===== config.mk =====
export PLATFORM = sky130hd
export DESIGN_NAME = source_text_tokenizer
export DESIGN_NICKNAME = d
export VERILOG_FILES = /design/src/sv/stt_pkg.sv /design/src/sv/stt_queue.sv /design/src/sv/stt_front.sv /design/src/sv/stt_back.sv /design/src/sv/source_text_tokenizer.sv
export VERILOG_INCLUDE_DIRS = /design/src /design/src/sv
export SDC_FILE = /design/constraint.sdc
export NUM_CORES = 2
export LEC_CHECK = 0
export BUFFER_PORTS_ARGS = -buffer_cell sky130_fd_sc_hd__buf_2
export CORE_MARGIN = 4
export CORE_UTILIZATION = 30
export CTS_BUF_LIST = sky130_fd_sc_hd__clkbuf_4 sky130_fd_sc_hd__clkbuf_8 sky130_fd_sc_hd__clkbuf_16
export DETAILED_ROUTE_END_ITERATION = 8
export PLACE_DENSITY = 0.5
export SLEW_MARGIN = 40
export SYNTH_ARGS = -nofsm -noshare
export SYNTH_HDL_FRONTEND = slang
export SYNTH_SLANG_ARGS = --single-unit

===== constraint.sdc =====
create_clock -name clk -period 34 [get_ports clk]
set_input_delay 3.4 -clock clk [delete_from_list [all_inputs] [get_ports clk]]
set_output_delay 3.4 -clock clk [all_outputs]
set_load 0.03 [all_outputs]

===== src/sv/source_text_tokenizer_assert.svh =====
// Assertion macros for the tokenizer. Each expects clk and rst_n in scope.
`ifndef SOURCE_TEXT_TOKENIZER_ASSERT_SVH
`define SOURCE_TEXT_TOKENIZER_ASSERT_SVH
`ifndef NO_ASSERTIONS
`define STT_ASSERT(lbl, expr) \
    lbl: assert property (@(posedge clk) disable iff (!rst_n) (expr)) \
        else $error("tokenizer assertion failed");
`define STT_ASSERT_NEXT(lbl, ante, cons) \
    lbl: assert property (@(posedge clk) disable iff (!rst_n) (ante) |=> (cons)) \
        else $error("tokenizer assertion failed");
`else
`define STT_ASSERT(lbl, expr)
`define STT_ASSERT_NEXT(lbl, ante, cons)
`endif
`endif


===== src/sv/stt_pkg.sv =====
package stt_pkg;

    localparam int KW_MAX_LEN = 8;
    localparam int KW_IDX_W   = $clog2(KW_MAX_LEN);
    localparam int KW_COUNT   = 28;
    localparam int BRACE_MAX  = 255;

    localparam logic [5:0] K_STAR    = 6'd2;
    localparam logic [5:0] K_STAR_EQ = 6'd3;
    localparam logic [5:0] K_MOD_EQ  = 6'd5;
    localparam logic [5:0] K_DIV_EQ  = 6'd8;
    localparam logic [5:0] K_EQ_EQ   = 6'd12;
    localparam logic [5:0] K_NOT_EQ  = 6'd14;
    localparam logic [5:0] K_GT_EQ   = 6'd16;
    localparam logic [5:0] K_LT_EQ   = 6'd18;
    localparam logic [5:0] K_AND_AND = 6'd19;
    localparam logic [5:0] K_OR_OR   = 6'd21;
    localparam logic [5:0] K_STRING  = 6'd31;
    localparam logic [5:0] K_NUMBER  = 6'd32;
    localparam logic [5:0] K_IDENT   = 6'd33;
    localparam logic [5:0] K_FIRST_KW = 6'd34;
    localparam logic [5:0] K_CPP     = 6'd47;
    localparam logic [5:0] K_ERROR   = 6'd62;
    localparam logic [5:0] K_END     = 6'd63;

    // Sentinels returned by the operator lookups
    localparam logic [5:0] PAIR_NONE    = K_ERROR;
    localparam logic [5:0] PAIR_COMMENT = K_END;

    localparam logic [7:0] CH_LF    = 8'h0A;
    localparam logic [7:0] CH_QUOTE = 8'h22;
    localparam logic [7:0] CH_SLASH = 8'h2F;
    localparam logic [7:0] CH_STAR  = 8'h2A;
    localparam logic [7:0] CH_EQ    = 8'h3D;
    localparam logic [7:0] CH_AMP   = 8'h26;
    localparam logic [7:0] CH_BAR   = 8'h7C;
    localparam logic [7:0] CH_DOT   = 8'h2E;
    localparam logic [7:0] CH_LBRACE = 8'h7B;
    localparam logic [7:0] CH_RBRACE = 8'h7D;

    localparam logic [19:0] OFF_MAX  = 20'hFFFFF;
    localparam logic [19:0] LINE_MAX = 20'hFFFFF;
    localparam logic [15:0] COL_MAX  = 16'hFFFF;
    localparam logic [15:0] SPAN_MAX = 16'hFFFF;

    localparam logic [8*KW_MAX_LEN-1:0] KW_TEXT [KW_COUNT] = '{
        64'("fn"), 64'("continue"), 64'("break"), 64'("let"),
        64'("true"), 64'("false"), 64'("if"), 64'("else"),
        64'("return"), 64'("for"), 64'("struct"), 64'("null"),
        64'("extern"), 64'("cpp"), 64'("i8"), 64'("i16"),
        64'("i32"), 64'("i64"), 64'("u8"), 64'("u16"),
        64'("u32"), 64'("u64"), 64'("f32"), 64'("f64"),
        64'("char"), 64'("bool"), 64'("str"), 64'("void")
    };
    localparam int KW_LEN [KW_COUNT] = '{
        2, 8, 5, 3, 4, 5, 2, 4, 6, 3, 6, 4, 6, 3,
        2, 3, 3, 3, 2, 3, 3, 3, 3, 3, 4, 4, 3, 4
    };

    typedef struct packed {
        logic [19:0] off;
        logic [19:0] line;
        logic [15:0] col;
    } pos_t;

    typedef struct packed {
        logic [5:0]  kind;
        pos_t        pos;
        logic [15:0] len;
    } token_t;

    typedef struct packed {
        token_t [2:0] tok;
        logic [1:0]   cnt;
    } bundle_t;

    typedef struct packed {
        logic    push;
        bundle_t data;
    } q_wr_t;

    function automatic token_t mk_tok(input logic [5:0] kind, input pos_t p,
                                      input logic [15:0] len);
        token_t t;
        t.kind = kind;
        t.pos  = p;
        t.len  = len;
        return t;
    endfunction

    function automatic logic is_alpha(input logic [7:0] c);
        return (c >= 8'h61 && c <= 8'h7A) || (c >= 8'h41 && c <= 8'h5A);
    endfunction

    function automatic logic is_digit(input logic [7:0] c);
        return c >= 8'h30 && c <= 8'h39;
    endfunction

    function automatic logic is_space(input logic [7:0] c);
        return c == 8'h20 || (c >= 8'h09 && c <= 8'h0D);
    endfunction

    function automatic logic is_num_byte(input logic [7:0] c);
        return is_digit(c) || (c >= 8'h61 && c <= 8'h66) || (c >= 8'h41 && c <= 8'h46) ||
               c == 8'h5F || c == CH_DOT || c == 8'h78 || c == 8'h58 ||
               c == 8'h6F || c == 8'h4F;
    endfunction

    // Lone operator kind, K_ERROR when the byte is no operator
    function automatic logic [5:0] single_kind(input logic [7:0] c);
        logic [5:0] k;
        case (c)
            8'h2B:   k = 6'd0;
            8'h2D:   k = 6'd1;
            8'h2A:   k = 6'd2;
            8'h25:   k = 6'd4;
            8'h5C:   k = 6'd6;
            8'h2F:   k = 6'd7;
            8'h28:   k = 6'd9;
            8'h29:   k = 6'd10;
            8'h3D:   k = 6'd11;
            8'h21:   k = 6'd13;
            8'h3E:   k = 6'd15;
            8'h3C:   k = 6'd17;
            8'h26:   k = 6'd20;
            8'h7C:   k = 6'd22;
            8'h7E:   k = 6'd23;
            8'h5E:   k = 6'd24;
            8'h2C:   k = 6'd25;
            8'h2E:   k = 6'd26;
            8'h3B:   k = 6'd27;
            8'h3A:   k = 6'd28;
            8'h7B:   k = 6'd29;
            8'h7D:   k = 6'd30;
            default: k = K_ERROR;
        endcase
        return k;
    endfunction

    function automatic logic pairable(input logic [7:0] c);
        return c == 8'h2A || c == 8'h25 || c == 8'h2F || c == 8'h3D || c == 8'h21 ||
               c == 8'h3E || c == 8'h3C || c == 8'h26 || c == 8'h7C;
    endfunction

    function automatic logic [5:0] pair_kind(input logic [7:0] h, input logic [7:0] n);
        logic [5:0] k;
        k = PAIR_NONE;
        if (h == CH_STAR && n == CH_STAR) k = K_STAR;
        else if (h == CH_SLASH && n == CH_SLASH) k = PAIR_COMMENT;
        else if (h == CH_AMP) k = (n == CH_AMP) ? K_AND_AND : PAIR_NONE;
        else if (h == CH_BAR) k = (n == CH_BAR) ? K_OR_OR : PAIR_NONE;
        else if (n == CH_EQ) begin
            case (h)
                8'h2A:   k = K_STAR_EQ;
                8'h25:   k = K_MOD_EQ;
                8'h2F:   k = K_DIV_EQ;
                8'h3D:   k = K_EQ_EQ;
                8'h21:   k = K_NOT_EQ;
                8'h3E:   k = K_GT_EQ;
                8'h3C:   k = K_LT_EQ;
                default: k = PAIR_NONE;
            endcase
        end
        return k;
    endfunction

    // Parallel compare of the word buffer against every keyword
    function automatic logic [5:0] kw_kind(input logic [KW_MAX_LEN-1:0][7:0] wb,
                                           input logic [15:0] len, input logic too_long);
        logic [5:0] k;
        logic       same;
        int         sel;
        k = K_IDENT;
        for (int i = KW_COUNT - 1; i >= 0; i--) begin
            same = !too_long && (len == 16'(KW_LEN[i]));
            for (int j = 0; j < KW_MAX_LEN; j++) begin
                sel = (KW_LEN[i] > j) ? (KW_LEN[i] - 1 - j) : 0;
                if (KW_LEN[i] > j && wb[j] != KW_TEXT[i][8*sel +: 8]) same = 1'b0;
            end
            if (same) k = K_FIRST_KW + 6'(i);
        end
        return k;
    endfunction

endpackage


===== src/sv/stt_queue.sv =====
`include "source_text_tokenizer_assert.svh"

module stt_queue (
    input  logic             clk,
    input  logic             rst_n,
    input  stt_pkg::q_wr_t   wr,
    input  logic             pop,
    output stt_pkg::bundle_t head,
    output logic             empty,
    output logic             full
);
    import stt_pkg::*;

    bundle_t    mem_reg [4];
    logic [1:0] wr_ptr_reg, rd_ptr_reg;
    logic [2:0] count_reg;

    assign empty = (count_reg == 3'd0);
    assign full  = (count_reg == 3'd4);
    assign head  = mem_reg[rd_ptr_reg];

    always_ff @(posedge clk or negedge rst_n)
    begin
        if (!rst_n)
        begin
            wr_ptr_reg <= '0;
            rd_ptr_reg <= '0;
            count_reg  <= '0;
        end
        else
        begin
            if (wr.push) wr_ptr_reg <= wr_ptr_reg + 2'd1;
            if (pop) rd_ptr_reg <= rd_ptr_reg + 2'd1;
            count_reg <= count_reg + {2'd0, wr.push} - {2'd0, pop};
        end
    end

    always_ff @(posedge clk)
    begin
        if (wr.push) mem_reg[wr_ptr_reg] <= wr.data;
    end

    `STT_ASSERT(q_no_overflow, !(wr.push && full))
    `STT_ASSERT(q_no_underflow, !(pop && empty))
    `STT_ASSERT_NEXT(q_count_grows, wr.push && !pop, count_reg == $past(count_reg) + 3'd1)

endmodule


===== src/sv/stt_front.sv =====
module stt_front (
    input  logic           clk,
    input  logic           rst_n,
    input  logic           accept,
    input  logic [7:0]     ch,
    input  logic           end_of_text,
    output stt_pkg::q_wr_t wr
);
    import stt_pkg::*;

    typedef enum logic [3:0] {
        M_IDLE, M_HELD, M_COMMENT, M_STRING, M_WORD, M_NUMBER, M_CPP
    } mode_t;

    mode_t                        mode_reg, mode_next;
    logic [7:0]                   held_reg, held_next;
    logic [KW_MAX_LEN-1:0][7:0]   wbuf_reg, wbuf_next;
    logic                         long_reg, long_next;
    logic [1:0]                   pts_reg, pts_next, pts_inc;
    logic [7:0]                   depth_reg, depth_next, depth_v;
    logic [15:0]                  span_reg, span_next, span_inc;
    pos_t                         pos_reg, pos_next, org_reg, org_next;
    token_t [2:0]                 toks;
    logic [1:0]                   n;
    logic                         relex;
    logic [5:0]                   pk, kw_now, kw_flush;

    always_comb
    begin
        mode_next  = mode_reg;
        held_next  = held_reg;
        wbuf_next  = wbuf_reg;
        long_next  = long_reg;
        pts_next   = pts_reg;
        depth_next = depth_reg;
        span_next  = span_reg;
        org_next   = org_reg;
        toks       = '0;
        n          = 2'd0;
        relex      = 1'b0;
        pk         = pair_kind(held_reg, ch);
        kw_now     = kw_kind(wbuf_reg, span_reg, long_reg);
        span_inc   = (span_reg == SPAN_MAX) ? span_reg : span_reg + 16'd1;
        pts_inc    = (pts_reg == 2'd3) ? pts_reg : pts_reg + 2'd1;
        depth_v    = depth_reg;

        // Advance position once per byte
        pos_next.off  = (pos_reg.off < OFF_MAX) ? pos_reg.off + 20'd1 : pos_reg.off;
        pos_next.line = pos_reg.line;
        pos_next.col  = (pos_reg.col < COL_MAX) ? pos_reg.col + 16'd1 : pos_reg.col;
        if (ch == CH_LF)
        begin
            pos_next.line = (pos_reg.line < LINE_MAX) ? pos_reg.line + 20'd1 : pos_reg.line;
            pos_next.col  = '0;
        end

        case (mode_reg)
            M_HELD:
            begin
                mode_next = M_IDLE;
                if (pk == PAIR_COMMENT)
                    mode_next = M_COMMENT;
                else if (pk != PAIR_NONE)
                begin
                    toks[n] = mk_tok(pk, org_reg, '0);
                    n = n + 2'd1;
                end
                else
                begin
                    toks[n] = mk_tok(single_kind(held_reg), org_reg, '0);
                    n = n + 2'd1;
                    relex = 1'b1;
                end
            end
            M_COMMENT:
            begin
                if (ch == CH_LF) mode_next = M_IDLE;
            end
            M_STRING:
            begin
                if (ch == CH_QUOTE || ch == CH_LF)
                begin
                    toks[n] = mk_tok(K_STRING, org_reg, span_reg);
                    n = n + 2'd1;
                    mode_next = M_IDLE;
                end
                else
                    span_next = span_inc;
            end
            M_WORD:
            begin
                if (is_alpha(ch) || is_digit(ch))
                begin
                    if (span_reg < 16'(KW_MAX_LEN))
                        wbuf_next[span_reg[KW_IDX_W-1:0]] = ch;
                    else
                        long_next = 1'b1;
                    span_next = span_inc;
                end
                else if (kw_now == K_CPP)
                begin
                    mode_next  = M_CPP;
                    depth_next = 8'd1;
                    span_next  = '0;
                end
                else
                begin
                    toks[n] = mk_tok(kw_now, org_reg, span_reg);
                    n = n + 2'd1;
                    mode_next = M_IDLE;
                    relex = 1'b1;
                end
            end
            M_NUMBER:
            begin
                if (is_num_byte(ch))
                begin
                    span_next = span_inc;
                    if (ch == CH_DOT)
                    begin
                        pts_next = pts_inc;
                        if (pts_inc > 2'd1)
                        begin
                            toks[n] = mk_tok(K_NUMBER, org_reg, span_inc);
                            n = n + 2'd1;
                            mode_next = M_IDLE;
                        end
                    end
                end
                else
                begin
                    toks[n] = mk_tok(K_NUMBER, org_reg, span_reg);
                    n = n + 2'd1;
                    mode_next = M_IDLE;
                    relex = 1'b1;
                end
            end
            M_CPP:
            begin
                span_next = span_inc;
                if (ch == CH_LBRACE)
                begin
                    if (depth_v < 8'(BRACE_MAX)) depth_v = depth_v + 8'd1;
                end
                else if (ch == CH_RBRACE)
                begin
                    if (depth_v > 8'd0) depth_v = depth_v - 8'd1;
                    if (depth_v == 8'd1) depth_v = 8'd0;
                end
                depth_next = depth_v;
                if (depth_v == 8'd0)
                begin
                    toks[n] = mk_tok(K_CPP, org_reg, span_inc);
                    n = n + 2'd1;
                    mode_next = M_IDLE;
                end
            end
            default: ;
        endcase

        // Start of a new token, either from idle or when this byte ended a token without being part of it
        if (mode_reg == M_IDLE || relex)
        begin
            mode_next = M_IDLE;
            org_next  = pos_reg;
            if (is_space(ch))
            begin
            end
            else if (pairable(ch))
            begin
                held_next = ch;
                mode_next = M_HELD;
            end
            else if (single_kind(ch) != K_ERROR)
            begin
                toks[n] = mk_tok(single_kind(ch), pos_reg, '0);
                n = n + 2'd1;
            end
            else if (ch == CH_QUOTE)
            begin
                span_next = '0;
                mode_next = M_STRING;
            end
            else if (is_alpha(ch))
            begin
                wbuf_next[0] = ch;
                span_next    = 16'd1;
                long_next    = 1'b0;
                mode_next    = M_WORD;
            end
            else if (is_digit(ch))
            begin
                span_next = 16'd1;
                pts_next  = 2'd0;
                mode_next = M_NUMBER;
            end
            else
            begin
                toks[n] = mk_tok(K_ERROR, pos_reg, '0);
                n = n + 2'd1;
            end
        end

        kw_flush = kw_kind(wbuf_next, span_next, long_next);

        if (end_of_text)
        begin
            // Flush whatever is open, then close the text
            case (mode_next)
                M_HELD:   begin toks[n] = mk_tok(single_kind(held_next), org_next, '0);
                                n = n + 2'd1; end
                M_STRING: begin toks[n] = mk_tok(K_STRING, org_next, span_next);
                                n = n + 2'd1; end
                M_WORD:   begin toks[n] = mk_tok(kw_flush, org_next,
                                              (kw_flush == K_CPP) ? 16'd0 : span_next);
                                n = n + 2'd1; end
                M_NUMBER: begin toks[n] = mk_tok(K_NUMBER, org_next, span_next);
                                n = n + 2'd1; end
                M_CPP:    begin toks[n] = mk_tok(K_CPP, org_next, span_next);
                                n = n + 2'd1; end
                default: ;
            endcase
            if (n != 2'd3)
            begin
                toks[n] = mk_tok(K_END, '{off: pos_next.off, line: '0, col: '0}, '0);
                n = n + 2'd1;
            end
            mode_next     = M_IDLE;
            held_next     = '0;
            long_next     = 1'b0;
            pts_next      = '0;
            depth_next    = '0;
            span_next     = '0;
            org_next      = '0;
            pos_next.off  = '0;
            pos_next.line = 20'd1;
            pos_next.col  = '0;
        end
    end

    assign wr.push     = accept && (n != 2'd0);
    assign wr.data.tok = toks;
    assign wr.data.cnt = n;

    always_ff @(posedge clk or negedge rst_n)
    begin
        if (!rst_n)
        begin
            mode_reg     <= M_IDLE;
            held_reg     <= '0;
            long_reg     <= 1'b0;
            pts_reg      <= '0;
            depth_reg    <= '0;
            span_reg     <= '0;
            org_reg      <= '0;
            pos_reg.off  <= '0;
            pos_reg.line <= 20'd1;
            pos_reg.col  <= '0;
        end
        else if (accept)
        begin
            mode_reg  <= mode_next;
            held_reg  <= held_next;
            long_reg  <= long_next;
            pts_reg   <= pts_next;
            depth_reg <= depth_next;
            span_reg  <= span_next;
            org_reg   <= org_next;
            pos_reg   <= pos_next;
        end
    end

    always_ff @(posedge clk)
    begin
        if (accept) wbuf_reg <= wbuf_next;
    end

endmodule


===== src/sv/stt_back.sv =====
module stt_back (
    input  logic             clk,
    input  logic             rst_n,
    input  stt_pkg::bundle_t head,
    input  logic             empty,
    output logic             pop,
    output logic             out_valid,
    input  logic             out_stall,
    output stt_pkg::token_t  out_tok,
    output logic             out_last
);
    import stt_pkg::*;

    bundle_t    cur_reg, cur_next;
    logic [1:0] idx_reg, idx_next, src_idx, src_cnt;
    logic       busy_reg, busy_next;
    logic       valid_reg, valid_next;
    token_t     tok_reg, src_tok;
    logic       last_reg, last;
    logic       load, have;

    assign load    = !valid_reg || !out_stall;
    assign have    = busy_reg || !empty;
    assign src_tok = busy_reg ? cur_reg.tok[idx_reg] : head.tok[0];
    assign src_cnt = busy_reg ? cur_reg.cnt : head.cnt;
    assign src_idx = busy_reg ? idx_reg : 2'd0;
    assign last    = (src_idx + 2'd1 == src_cnt);

    always_comb
    begin
        pop        = 1'b0;
        cur_next   = cur_reg;
        idx_next   = idx_reg;
        busy_next  = busy_reg;
        valid_next = valid_reg;
        if (load)
        begin
            valid_next = have;
            if (have && !busy_reg)
            begin
                pop = 1'b1;
                if (!last)
                begin
                    cur_next  = head;
                    idx_next  = 2'd1;
                    busy_next = 1'b1;
                end
            end
            else if (busy_reg)
            begin
                if (last) busy_next = 1'b0;
                else idx_next = idx_reg + 2'd1;
            end
        end
    end

    always_ff @(posedge clk or negedge rst_n)
    begin
        if (!rst_n)
        begin
            busy_reg  <= 1'b0;
            valid_reg <= 1'b0;
            idx_reg   <= '0;
        end
        else
        begin
            busy_reg  <= busy_next;
            valid_reg <= valid_next;
            idx_reg   <= idx_next;
        end
    end

    always_ff @(posedge clk)
    begin
        cur_reg <= cur_next;
        if (load && have)
        begin
            tok_reg  <= src_tok;
            last_reg <= last;
        end
    end

    assign out_valid = valid_reg;
    assign out_tok   = tok_reg;
    assign out_last  = last_reg;

endmodule


===== src/sv/source_text_tokenizer.sv =====
// Streaming tokenizer: source text goes in one byte per beat, tokens come out
// one per beat.
// Input channel: in_valid/in_stall with ch and end_of_text. Mark the final
// byte of a text with end_of_text; any open token is flushed and an end token
// follows unless the byte gave three; a new text starts at offset 0, line 1.
// Output channel: out_valid/out_stall with the token fields; last_of_run marks
// the final token caused by one input byte (a byte causes zero to three).
// Throughput: one byte per cycle while each byte causes at most one token and
// the receiver does not stall; the tokens of a byte that causes more leave one
// per beat. The front end registers the lexer state for each accepted byte.
// A token is registered in the bundle queue and then in the output register.
// A four-entry bundle queue separates front from back. When the receiver
// stalls, the queue fills and in_stall rises once it is full; nothing is
// dropped. Reset clears lexer state, the queue and the output valid flag.
module source_text_tokenizer (
    input  logic        clk,
    input  logic        rst_n,
    input  logic        in_valid,
    output logic        in_stall,
    input  logic [7:0]  ch,
    input  logic        end_of_text,
    output logic        out_valid,
    input  logic        out_stall,
    output logic [5:0]  token_kind,
    output logic [19:0] start_offset,
    output logic [19:0] start_line,
    output logic [15:0] start_column,
    output logic [15:0] span_length,
    output logic        last_of_run
);
    import stt_pkg::*;

    q_wr_t   wr;
    bundle_t head;
    logic    empty, full, pop, accept;
    token_t  tok;

    // Hold the input whenever the queue has no free entry
    assign in_stall = full;
    assign accept   = in_valid && !full;

    stt_front u_front (
        .clk         (clk),
        .rst_n       (rst_n),
        .accept      (accept),
        .ch          (ch),
        .end_of_text (end_of_text),
        .wr          (wr)
    );

    stt_queue u_queue (
        .clk   (clk),
        .rst_n (rst_n),
        .wr    (wr),
        .pop   (pop),
        .head  (head),
        .empty (empty),
        .full  (full)
    );

    stt_back u_back (
        .clk       (clk),
        .rst_n     (rst_n),
        .head      (head),
        .empty     (empty),
        .pop       (pop),
        .out_valid (out_valid),
        .out_stall (out_stall),
        .out_tok   (tok),
        .out_last  (last_of_run)
    );

    assign token_kind   = tok.kind;
    assign start_offset = tok.pos.off;
    assign start_line   = tok.pos.line;
    assign start_column = tok.pos.col;
    assign span_length  = tok.len;

endmodule


# == Word-level counts from Yosys, hierarchy flattened ==
# Memories as Yosys holds them, arrays and structs flattened.
# Cells that the tools add are included.
# op_classes
addsub,16
n_lt_le_gt_ge,26
eq_ne,229
mux,439
bitwise_logic,1
reduce_logical,74
# ops
operator,count
2-to-1 mux 234 bit,10
bitwise mux 234 bit,8
case mux 234 bit (5 select lines),1
2-to-1 mux 78 bit,13
"inequality test 8 x 7 -> 1 bit, second input constant",104
demux 78 bit (select 2 bit),3
"equality test 8 x 6 -> 1 bit, second input constant",50
case mux 6 bit (22 select lines),3
case mux 78 bit (5 select lines),1
2-to-1 mux 6 bit,43
2-to-1 mux 16 bit,15
2-to-1 mux 1 bit,222
2-to-1 mux 64 bit,3
"equality test 8 x 7 -> 1 bit, second input constant",23
2-to-1 mux 8 bit,23
2-to-1 mux 56 bit,3
binary-select mux 78 bit (select 2 bit),1
2-to-1 mux 5 bit,29
"inequality test 8 x 6 -> 1 bit, second input constant",14
"equality test 16 x 3 -> 1 bit, second input constant",6
2-to-1 mux 77 bit,1
2-to-1 mux 2 bit,33
bitwise mux 64 bit,1
"equality test 16 x 2 -> 1 bit, second input constant",4
62 further kinds,171
# word_totals
register_bits,541
ramBits,944
inputBits,13
mem_count,1
# memory_table
name,depth,word_bits,read_ports,rd_clocked_by_memory_dff,write_ports,line,rtl
u_queue.mem_reg,4,236,1,0,1,stt_queue.sv:14,bundle_t mem_reg [4];

# == Logic depth before layout (Yosys ltp) ==
# depth
word_depth,87
ltp_mapped,28
mapped_depth_nobuf,22

# == By module ==
# Synthesis repeated with hierarchy kept, for this count alone.
# hier_totals
cells_unflattened,5008
area_unflattened_um2,68781.0
# modules_own_cells
module,instances,cells_each,area_per_inst_um2,seq_area_each_um2
stt_queue,1,1267,34672.0,28522.4
stt_front,1,2958,21988.6,5701.7
stt_back,1,782,12106.6,9559.2
source_text_tokenizer,1,1,13.8,0.0

# == Worst setup path after synthesis ==
# Ideal clock, no wire load.
# synth_path
path_type,input -> register
from,in out_stall
to,"reg u_back.cur_reg[0] in the netlist's numbering, enable pin"
arrival_ns,13.468
required_time_ns,33.162
slack_ns,19.694
cell_stages,3
path_buffers,0
path_cell_list,a21oi_1 > nand2_1 > nor2_1
# synth_between
elab_chain_cells,3
# synth_rtl
element,line,rtl
from (decl),source_text_tokenizer.sv:23,"input logic out_stall,"
zero test 1 bit,stt_back.sv:22,assign load = !valid_reg || !out_stall;
logical OR 1 bit,stt_back.sv:22,
AND reduction 3 bit (no source line),n/a,
to (signal assigned),stt_back.sv:75,cur_reg <= cur_next;
to (decl),stt_back.sv:14,"bundle_t cur_reg, cur_next;"
# No other way between the ends.
# A chain may end at the register's enable or synchronous reset.

==> results.yml <==
status:
  status: "completed"
pwr:
  power_density_mw_per_mm2: 83.5
  power_mw: 6.54
  leakagePower_nw: 24.9
  peakVddDrop_mv: 0.0750
synthesis:
  synth_cell_types: 118
  synth_area_mm2: 0.0685
  yosys.area_share.simple_pct: 11.0
  synth_edf_count: 1323
  synthAdderAreaFrac_pct: 0.413
  synthMuxAreaShare_pct: 11.0
  yosys_warnings: 0
  ys_ff_latch: 1485
  synth_top_family_by_area: "simple AND/OR/NAND/NOR gates"
  avgSynthCellArea_um2: 13.5
  async_reset_ff_share_pct: 10.9
  synth_compound_area_share_pct: 10.6
  yosysSeqAreaShare_pct: 63.9
  netlist_instances: 5073
  synthXorXnorAreaFrac_pct: 0.575
  syn_nets: 5108
  ys.flop_type: "edfxtp_1"
floorplanning:
  initial_core_util_pct: 30.1
  pin_count: 94
  die_w_um: 486
  dieArea_mm2: 0.236
  rows: 175
  die_h_um: 486
  fp.coreArea_mm2: 0.227
drt:
  ant_nets: 0
  viasPerCell: 5.46
  first_pass_iters: 6
  vias: 44900
  highest_layer: "met4"
  wl_met1_um: 96200
  routedWlPerCell_um: 25.9
  met2_length_um: 99400
  wl_um: 213000
  drt_iter0_markers: 4150
  remaining_drc_errors: 0
  dr_wl_met3_um: 11300
place:
  port_buffers: 93
  gp_congestion: 0.889
  dp_hpwl_um: 138000
finish:
  layout_commonest_cell: "edfxtp_1"
  fin_nets: 5112
  largest_reg_flops: 944
  drive_above_1_share_pct: 17.6
  area_growth_pct: 14.3
  layout_common_cells: "1323 x edfxtp_1, 491 x nor2_1, 383 x nand2_1, 308 x a21oi_1, 236 x mux4_2"
sta:
  setup_viol: 0
  period_needed_ns: 10.28
  rsz0062_at_grt: "no"
  tightest_slew_ns: 0.907
  hold_viol_final: 0
  fin_setup_tns_ns: 0
  min_period_over_period_pct: 30.2
  timing.fmax_ghz: 0.0973
  relSlewSlack_pct: 39.5
  skew_ns: 0.0635
  drv_slew: 0
critical_path:
  end_kind: "flop"
  cp_slowest_cell: "or4b_1"
  crit_family: "compound AO/OA/AOI/OAI gates"
  critPathKind: "primary input to flop"
  critPathLaunchType: "primary input"
  crit_arrival_ns: 10.82
  max_stage_delay_ns: 0.79
  rr_worst_depth: 17
  path_cells: "buf_2, or4b_1, nor3_1, o21a_1, a21oi_1, o21ai_0, nor3_1, inv_2, ha_1, nor2_1, nand4b_1, o41ai_2, a211o_1, ha_1, inv_1, a221oi_4, buf_4, a21oi_1, a311oi_2"
  cp.depth: 19
  worstPathMaxFanout: 46
  path_buf_inv: 4
  required_ns: 34.54
flow_run:
  max_cap_violations: 0
global_routing:
  grt_pass1_wl_um: 312000
  overflow: 0
  grt_start_max_net_pins: 127
  grtUsageTotal_pct: 17.5
  grt_pass1_vias: 44500
  antenna_found_initial: 14
cts:
  clk_pin_slew_ns: 0.06
  cts_tree: "built"
  clock-sinks: 1485
  cts_root_buf: "clkbuf_16"
  insertion_delay_ns: 0.82
  cts_buffer_depth: 3
  post_cts_buffers: 0
  cts_buffers: 165
  hold_buffers: 0
  cts_resized: 0
  htree_num_levels: 4
hold_path:
  whs_path_depth: 2
  hp-class: "flop to flop"
routing by layer:
layer	vias up	track usage, %
met5	-	0
met4	0	5.27
met3	346	2.54
met2	1469	28.0
met1	23100	24.8
li1	20000	-
through the flow:
step | utilization [%] | setup slack, ns | cell area, um^2 | hold WS (ns) | cells
global route | 34.4 | 23.21 | 78300 | 0.573 | 8226
global placement | 31.8 | 22.87 | 72200 | 0.493 | 7908
floorplan | - | 19.69 | 68500 | 0.471 | 5073
finish | 34.5 | 23.72 | 78300 | 0.521 | 8228
CTS | 34.4 | 23.82 | 78200 | 0.523 | 8223
detailed placement | 31.9 | 22.98 | 72600 | 0.509 | 7917
tightest hold or removal path, cell delays in order, from the launching register on:
cell,delay (ns)
dfrtp_1,0.37
nand2_1,0.05
o21ai_0,0.06
where the power goes:
part           internal [mW]  switching [mW]
Combinational          0.634            1.30
Clock                   1.06           0.765
Sequential              2.59           0.190
Total                   4.29            2.25
cell families after synthesis:
group | count (synthesis)
xor+xnor | 45
fa+ha+maj | 22
compound gates | 1106
buf+inv | 418
simple gates | 1548
flops | 1485
mux | 449
worst paths after layout:
kind	start	to	slack (ns)
max in group asynchronous	rst_n	u_front.org_reg[42]	30.09
min in group asynchronous	rst_n	u_front.span_reg[6]	2.60
min reg2reg	u_front.org_reg[52]	u_front.org_reg[52]	0.52
max	ch[5]	u_queue.mem_reg[0][76]	23.72
min	u_front.org_reg[52]	u_front.org_reg[52]	0.52
max reg2reg	u_front.span_reg[0]	u_queue.mem_reg[0][146]	26.21
synth_stat cells, types with 107 or more instances:
cell type / instances / share of area (%)
edfxtp_1: 1323 / 58
a21oi_1: 311 / 2.3
dfrtp_1: 161 / 5.9
nand3_1: 116 / 0.85
nor3_1: 111 / 0.81
o21ai_0: 208 / 1.5
nor2_1: 495 / 2.7
mux2i_1: 153 / 2.2
clkbuf_1: 259 / 1.4
mux4_2: 236 / 7.8
o22ai_1: 107 / 0.98
nand2_1: 384 / 2.1
a22oi_1: 128 / 1.4
cell type report:
cell class,instances,area [um^2]
diodes,3,7.51
clock buffers,204,4480
clock inverters,102,1170
fillers,22100,149000
inverters,54,206
multi-input cells,3170,23300
flip-flops and latches,1485,43800
well taps,3009,3760
repair buffers,201,1540
No activity file was read; power rests on OpenSTA's default activity.
